$ cat config.mk
export PLATFORM = sky130hd
export DESIGN_NAME = scv_out_fifo
export DESIGN_NICKNAME = d
export VERILOG_FILES = /design/src/rtl/core/scv_pkg.sv /design/src/rtl/core/scv_out_fifo.sv
export SDC_FILE = /design/constraint.sdc
export NUM_CORES = 1
export LEC_CHECK = 0
export BUFFER_PORTS_ARGS = -buffer_cell sky130_fd_sc_hd__buf_4
export CAP_MARGIN = 30
export CELL_PAD_IN_SITES_DETAIL_PLACEMENT = 1
export CELL_PAD_IN_SITES_GLOBAL_PLACEMENT = 1
export CORE_MARGIN = 10
export CORE_UTILIZATION = 47
export DETAILED_ROUTE_END_ITERATION = 7
export PLACE_DENSITY = 0.79
export SYNTH_ARGS = -nofsm -noshare
export SYNTH_HDL_FRONTEND = slang
export SYNTH_SLANG_ARGS = --single-unit
$ cat constraint.sdc
create_clock -name i_clk -period 2.6 [get_ports i_clk]
set_input_delay 0.13 -clock i_clk [delete_from_list [all_inputs] [get_ports i_clk]]
set_output_delay 0.13 -clock i_clk [all_outputs]
set_load 0.005 [all_outputs]
$ cat src/rtl/core/scv_pkg.sv
`timescale 1ns / 1ps
// ============================================================================
// scv_pkg
// Shared types, constants and the mask arithmetic for the 3x3 sharpening
// convolution block.
// ============================================================================
package scv_pkg;

    // Frame geometry limits
    localparam int MAX_WIDTH  = 1024;
    localparam int MAX_HEIGHT = 1024;

    localparam int PIX_W  = 8;
    localparam int SIZE_W = 11;
    localparam int COL_W  = $clog2(MAX_WIDTH);
    localparam int ROW_W  = $clog2(MAX_HEIGHT);
    localparam int ADDR_W = 2;

    localparam int PIX_MAX = 255;
    localparam int TAPS    = 9;
    localparam int SUM_W   = 13;   // covers -2040 .. +2295
    localparam int COEF_W  = 5;    // coefficients span -2 .. +8

    // Result queue
    localparam int FIFO_DEPTH = 8;
    localparam int PTR_W      = $clog2(FIFO_DEPTH);
    localparam int CNT_W      = $clog2(FIFO_DEPTH + 1);

    // Configuration register indexes
    typedef enum logic [ADDR_W-1:0] {
        REG_MASK   = 2'd0,
        REG_WIDTH  = 2'd1,
        REG_HEIGHT = 2'd2
    } t_cfg_reg;

    // Mask selection codes
    typedef enum logic [1:0] {
        MASK_PASS  = 2'd0,
        MASK_CROSS = 2'd1,
        MASK_EIGHT = 2'd2,
        MASK_THIRD = 2'd3
    } t_mask;

    // 3x3 neighborhood, row-major, tap 0 is upper left
    typedef logic [TAPS-1:0][PIX_W-1:0] t_window;

    // One line buffer word: row above and two rows above
    typedef struct packed {
        logic [PIX_W-1:0] near;
        logic [PIX_W-1:0] far;
    } t_line_word;

    // One result item
    typedef struct packed {
        logic [PIX_W-1:0] pixel_out;
        logic [COL_W-1:0] out_col;
        logic [ROW_W-1:0] out_row;
        logic             last_of_step;
    } t_result;

    // Up to two results written into the queue in one cycle
    typedef struct packed {
        logic    v0;
        logic    v1;
        t_result r0;
        t_result r1;
    } t_push;

    // Mask table; pass-through is the identity mask, which keeps the center
    localparam logic signed [COEF_W-1:0] KERNELS [4][TAPS] = '{
        '{ 5'sd0,  5'sd0,  5'sd0,  5'sd0, 5'sd1,  5'sd0,  5'sd0,  5'sd0,  5'sd0},
        '{ 5'sd0, -5'sd1,  5'sd0, -5'sd1, 5'sd5, -5'sd1,  5'sd0, -5'sd1,  5'sd0},
        '{-5'sd1, -5'sd1, -5'sd1, -5'sd1, 5'sd8, -5'sd1, -5'sd1, -5'sd1, -5'sd1},
        '{ 5'sd1, -5'sd2,  5'sd1, -5'sd2, 5'sd5, -5'sd2,  5'sd1, -5'sd2,  5'sd1}
    };

    // Weighted sum of the window, clamped to the pixel range
    function automatic logic [PIX_W-1:0] filter_window(input t_window win,
                                                       input t_mask   mode);
        logic signed [SUM_W-1:0] sum;
        logic signed [SUM_W-1:0] pix_s;
        logic signed [SUM_W-1:0] coef_s;
        logic [PIX_W-1:0]        res;
        sum = '0;
        for (int k = 0; k < TAPS; k++) begin
            pix_s  = signed'(SUM_W'(win[k]));
            coef_s = SUM_W'(KERNELS[mode][k]);
            sum    = sum + SUM_W'(pix_s * coef_s);
        end
        if (sum < 0) begin
            res = '0;
        end else if (sum > SUM_W'(PIX_MAX)) begin
            res = PIX_W'(PIX_MAX);
        end else begin
            res = sum[PIX_W-1:0];
        end
        return res;
    endfunction

    // Frame size as used: zero acts as one, large values saturate
    function automatic logic [SIZE_W-1:0] eff_size(input logic [SIZE_W-1:0] v,
                                                   input logic [SIZE_W-1:0] maxv);
        logic [SIZE_W-1:0] res;
        if (v == '0) begin
            res = SIZE_W'(1);
        end else if (v > maxv) begin
            res = maxv;
        end else begin
            res = v;
        end
        return res;
    endfunction

endpackage

$ cat src/rtl/core/scv_out_fifo.sv
`timescale 1ns / 1ps
// ============================================================================
// scv_out_fifo
// Result queue: takes up to two results per cycle, hands out one.
// ============================================================================
module scv_out_fifo (
    input  logic                      i_clk,
    input  logic                      i_rst_n,
    input  scv_pkg::t_push            i_push,
    input  logic                      i_pop,
    output scv_pkg::t_result          o_head,
    output logic                      o_valid,
    output logic [scv_pkg::CNT_W-1:0] o_count
);

    scv_pkg::t_result            r_mem [scv_pkg::FIFO_DEPTH];
    logic [scv_pkg::PTR_W-1:0]   r_wr_ptr;
    logic [scv_pkg::PTR_W-1:0]   r_rd_ptr;
    logic [scv_pkg::CNT_W-1:0]   r_count;
    logic [scv_pkg::CNT_W-1:0]   n_count;
    logic [scv_pkg::PTR_W-1:0]   n_wr_ptr;
    logic [scv_pkg::PTR_W-1:0]   wr_ptr_1;

    assign wr_ptr_1 = r_wr_ptr + scv_pkg::PTR_W'(1);

    // storage, no reset
    always_ff @(posedge i_clk) begin
        if (i_push.v0) begin
            r_mem[r_wr_ptr] <= i_push.r0;
        end
        if (i_push.v1) begin
            r_mem[wr_ptr_1] <= i_push.r1;
        end
    end

    // pointer and fill update
    always_comb begin
        n_wr_ptr = r_wr_ptr;
        n_count  = r_count;
        if (i_push.v1) begin
            n_wr_ptr = r_wr_ptr + scv_pkg::PTR_W'(2);
            n_count  = n_count + scv_pkg::CNT_W'(2);
        end else if (i_push.v0) begin
            n_wr_ptr = wr_ptr_1;
            n_count  = n_count + scv_pkg::CNT_W'(1);
        end
        if (i_pop) begin
            n_count = n_count - scv_pkg::CNT_W'(1);
        end
    end

    always_ff @(posedge i_clk) begin
        if (!i_rst_n) begin
            r_wr_ptr <= '0;
            r_rd_ptr <= '0;
            r_count  <= '0;
        end else begin
            r_wr_ptr <= n_wr_ptr;
            r_count  <= n_count;
            if (i_pop) begin
                r_rd_ptr <= r_rd_ptr + scv_pkg::PTR_W'(1);
            end
        end
    end

    assign o_head  = r_mem[r_rd_ptr];
    assign o_valid = (r_count != '0);
    assign o_count = r_count;

endmodule

# Yosys cells after proc, flatten, opt, wreduce, memory -nomap -nowiden
# Memory sizes are Yosys's and may differ from the RTL's. A register that Yosys moved wholly into a read port is not among the register bits.
# Index checks and enable logic that the tools add are counted.
dict set report word_totals {
  out_inout_bits 34
  wordCells 23
  mem_bits_ro 0
  reg_bits 10
  ramBits 232
  memories 1
  latch_bits 0
  input_bits 63
}
# name words width rd rd_ports_with_merged_regs wr line_no
set memory_table {}
lappend memory_table {r_mem 8 29 1 1 2 scv_out_fifo.sv:16} ;# scv_pkg::t_result r_mem [scv_pkg::FIFO_DEPTH];
dict set report classes {
  n_bitwise 0
  div_mod_pow 0
  reduce_logical 2
  n_eq_ne 0
  n_mux 11
  mul 0
  addsub 6
  order_cmp 0
  shift 0
}
# op n
set op_table {}
lappend op_table {{3-bit two-way mux} 4}
lappend op_table {{4-bit two-way mux} 3}
lappend op_table {{3-bit by 1-bit adder with 3-bit output (second input constant)} 2}
lappend op_table {{4-bit by 1-bit adder with 4-bit output (second input constant)} 1}
lappend op_table {{4-bit by 2-bit adder with 4-bit output (second input constant)} 1}
lappend op_table {{1-bit two-way mux} 4}
lappend op_table {{4-bit nonzero test} 1}
lappend op_table {{4-bit by 1-bit subtractor with 4-bit output (second input constant)} 1}
lappend op_table {{3-bit by 2-bit adder with 3-bit output (second input constant)} 1}
lappend op_table {{2-bit nonzero test} 1}

# Longest topological paths before layout
dict set report logic_depth {
  depth_word 5
  mapped_depth 8
}

# Least setup slack after synthesis
# Ideal clock, no wire load.
dict set report synth_path {
  path_kind {reg2reg}
  startpoint {register r_wr_ptr[1] (netlist name)}
  endpoint {memory r_mem[6][0] (netlist name), enable pin}
  t_arrival_ns 2.268
  required_ns 2.174
  path_stages_with_launch 4
  period_less_slack_ns 2.693
  setup_slack_ns -0.093
  n_path_buf 0
  cell_sequence {dfxtp_1 ha_1 nand3_1 o22ai_1}
}
# element line_no
set synth_rtl {}
lappend synth_rtl {{start, declared} scv_out_fifo.sv:17} ;# logic [scv_pkg::PTR_W-1:0] r_wr_ptr;
lappend synth_rtl {{start signal, assigned} scv_out_fifo.sv:58} ;# r_wr_ptr <= n_wr_ptr;
lappend synth_rtl {{end, declared} scv_out_fifo.sv:16}

==> flow_summary.ini <==
[run_status]
outcome = finished, final reports clean

[sta]
layout_setup_ws_ns = 0.0995
skew_ns = 0.0101
setup_viol = 0
finalCritPeriodShare = 0.962
tightest_slew_ns = 0.627
final_max_slew_viol_count = 0
period_needed_ns = 2.50
slew_headroom = 0.582
finalHoldViolations = 0
clock.fmax_mhz = 400

[detailed_routing]
routed.top_layer = met4
final_antenna_net_count = 0
routedWlPerCell_um = 26.9
wl_met1_mm = 13.3
vias = 7217
drc = 0
post_drt_via_cell_ratio = 5.89
drt-total-wl_mm = 33.0
wl_met2_mm = 17.4
detailedRoute.firstIterationViolations = 541
met3_length_mm = 1.64
dr.pass1.iters = 4

[cells_and_area]
area_delta_synth_final_pct = 22.8
drive_above_1_share = 0.563
fin_nets = 943

[worst_setup_path]
worstPathArrival_ns = 2.78
ff2ff_path_depth = 6
startpoint_type = flip-flop
slowest_delay_ns = 0.57
startpoint = r_wr_ptr[1]
critPathCapture = r_mem[4][16]
critPathRequiredTime_ns = 2.87
worstSetupEndpointType = flip-flop
rrSetupSlack_ns = 0.1
path_max_fanout = 6
cp_cell_sequence = ha_1, xnor2_2, nor3_4, buf_4, mux2_2, dlygate4sd3_1
critPathKind = flip-flop to flip-flop
cp_slowest_cell = dlygate4sd3_1
r2r_start = r_wr_ptr[1]
r2r-end = r_mem[4][16]

[power_and_ir_drop]
power.leakage_nw = 5.15
power.density_nw_per_um2 = 662
switching_power_mw = 2.46
p_clk_frac = 0.351
power_frac_comb = 0.177
p_int_mw = 7.57
ir_drop_mv = 0.395
seqPwrFrac = 0.472
totalPowerFinal_mw = 10.0
sw_frac_of_total = 0.245

[global_routing]
grt_max_degree = 38
track_usage = 0.194
globalRoute.totalOverflow = 0
grt_pass1_vias = 8196
antenna_found_initial = 2
grt_pass1_wl_mm = 50.4

[placed_design]
place.gp.congestion = 0.782
hpwl_mm = 19.7
dp_slack_ns = 0.172
numPortBuffers = 96

[die]
die_area_um2 = 33100
fp.dieW_um = 182
rows = 59
ios = 97
die_y_um = 182
initial_core_util = 0.475
coreArea_um2 = 26000

[yosys]
postSynthCellCount = 693
synth_edf_count = 232
ys.flop_type = edfxtp_1
yosys.cell_types.count = 35
synthesis.nets = 766
avgSynthCellArea_um2 = 17.8
seq_area_frac_synth = 0.585
ys_ff_latch = 245
netlist_area_um2 = 12300
yosys_warnings = 0
postSynth.asyncResetShare = 0

[job]
cap_viol_max_count = 0

[clocking]
clock-root-buffer = clkbuf_16
clock_sinks = 245
max-clock-path-buffers = 3
numCtsBuffers = 27
htree_levels = 1
tritoncts = done
clock_latency_ns = 0.53
path_clk_slew_ns = 0.06
cts_resized = 0

[min_path]
hold_class = input pin to flip-flop
-- cells by family (layout without fill, tap and decap cells) --
family / Yosys count / in the layout / synth area share
muxes: 323 / 323 / 0.347
DFF: 245 / 245 / 0.585
buffers and inverters: 50 / 245 / 0.0238
and+or+nand+nor: 43 / 43 / 0.0190
AOI/OAI and AO/OA: 13 / 13 / 0.00740
adders and majority gates: 10 / 10 / 0.0101
xor gates and xnor gates: 9 / 9 / 0.00699
other: 0 / 2 / 0
-- layout make-up --
class | instances | area [um2]
Sequential cell | 245 | 7230
Timing Repair Buffer | 193 | 1800
Multi-Input combinational cell | 398 | 4890
Clock inverter | 14 | 95.1
Fill cell | 2338 | 10800
Tap cell | 335 | 419
Inverter | 5 | 18.8
Clock buffer | 33 | 698
Antenna cell | 2 | 5.00
-- cells in the mapped netlist (5+ instances only) --
| master | number | share of area |
|---|---|---|
| edfxtp_1 | 232 | 0.56 |
| mux4_2 | 58 | 0.11 |
| buf_2 | 31 | 0.013 |
| dfxtp_1 | 13 | 0.021 |
| and2_1 | 8 | 0.0041 |
| ha_1 | 10 | 0.010 |
| nand2_1 | 13 | 0.0040 |
| mux2_2 | 258 | 0.24 |
| nor2b_1 | 5 | 0.0025 |
| clkbuf_1 | 7 | 0.0021 |
| nor2_1 | 5 | 0.0015 |
| inv_1 | 5 | 0.0015 |
-- registers in the layout, summed over array words and instances (netlist names), named ones only --
name and count:
r_mem 232, o_count 4, r_rd_ptr 3, r_wr_ptr 3
-- metal layers --
metal / global-route usage / up-vias
li1: - / 3153
met1: 0.238 / 3820
met2: 0.354 / 196
met3: 0.0279 / 48
met4: 0.0459 / 0
met5: 0 / -
-- cell usage in the layout (no fill, tap or decap), types with 2 or more instances in the layout --
master         instances
mux2_2               258
edfxtp_1             232
buf_4                116
dlygate4sd3_1         61
mux4_2                58
clkbuf_16             27
buf_12                16
ha_1                  10
dfxtp_1               10
nand2_1                9
and2_1                 8
clkinv_1               7
clkbuf_1               6
inv_1                  5
nor2b_1                5
nor2_4                 4
xor2_1                 4
nand2_2                4
mux2_1                 4
xnor2_1                4
nand3_1                3
o21ai_0                3
a21o_1                 3
mux2i_1                3
clkinv_2               3
diode_2                2
nor3_4                 2
a31o_2                 2
a221oi_1               2
nor3_1                 2
dfxtp_2                2
clkinvlp_4             2
-- metrics by stage --
stage          area, um2  hold WS, ns  utilization  instances  setup TNS (ns)
3_3_place_gp       13700        0.424        0.528       1112               0
6_report           15200       0.0607        0.583       1225               0
2_1_floorplan      12400        0.293            -        693               0
3_5_place_dp       13700        0.439        0.528       1112               0
4_1_cts            15100       0.0596        0.583       1222               0
5_1_grt            15200       0.0968        0.583       1225         -0.0181
-- power by group through the flow --
| stage | clock [mW] | sequential, mW | combinational, mW |
|---|---|---|---|
| 2_1_floorplan | 0 | 4.77 | 0.996 |
| 3_3_place_gp | 0 | 4.80 | 1.61 |
| 3_5_place_dp | 0 | 4.82 | 1.68 |
| 4_1_cts | 3.57 | 4.73 | 1.80 |
| 5_1_grt | 3.74 | 4.75 | 1.91 |
| 6_report | 3.53 | 4.73 | 1.78 |
-- worst min path at each step --
| stage | endpoint | startpoint | slack (ns) | cells past startpoint |
|---|---|---|---|---|
| finish | r_wr_ptr[1] | i_push[58] | 0.06 | 3 |
| global route | r_wr_ptr[1] | i_push[58] | 0.1 | 3 |
| floorplan | o_count[3] | i_rst_n | 0.29 | 2 |
| detailed placement | r_wr_ptr[2] | i_rst_n | 0.44 | 2 |
| CTS | r_wr_ptr[1] | i_push[58] | 0.06 | 3 |
| global placement | r_rd_ptr[0] | i_rst_n | 0.42 | 2 |
-- timing repair --
item,4_1_cts,5_1_grt
setup endpoints to repair,7,1
hold endpoints to repair,243,0
pin swaps,0,1
cloned,0,0
hold buffers,61,0
setup buffers,2,1
-- critical path: cells and delay by family, from the launching register on --
family | cells | cell delay, ns
xor+xnor | 1 | 0.21
fa+ha+maj | 1 | 0.27
buf+inv | 2 | 0.79
flops | 1 | 0.39
mux | 1 | 0.35
simple gates | 1 | 0.24
Power figures use the tool's default switching activity.
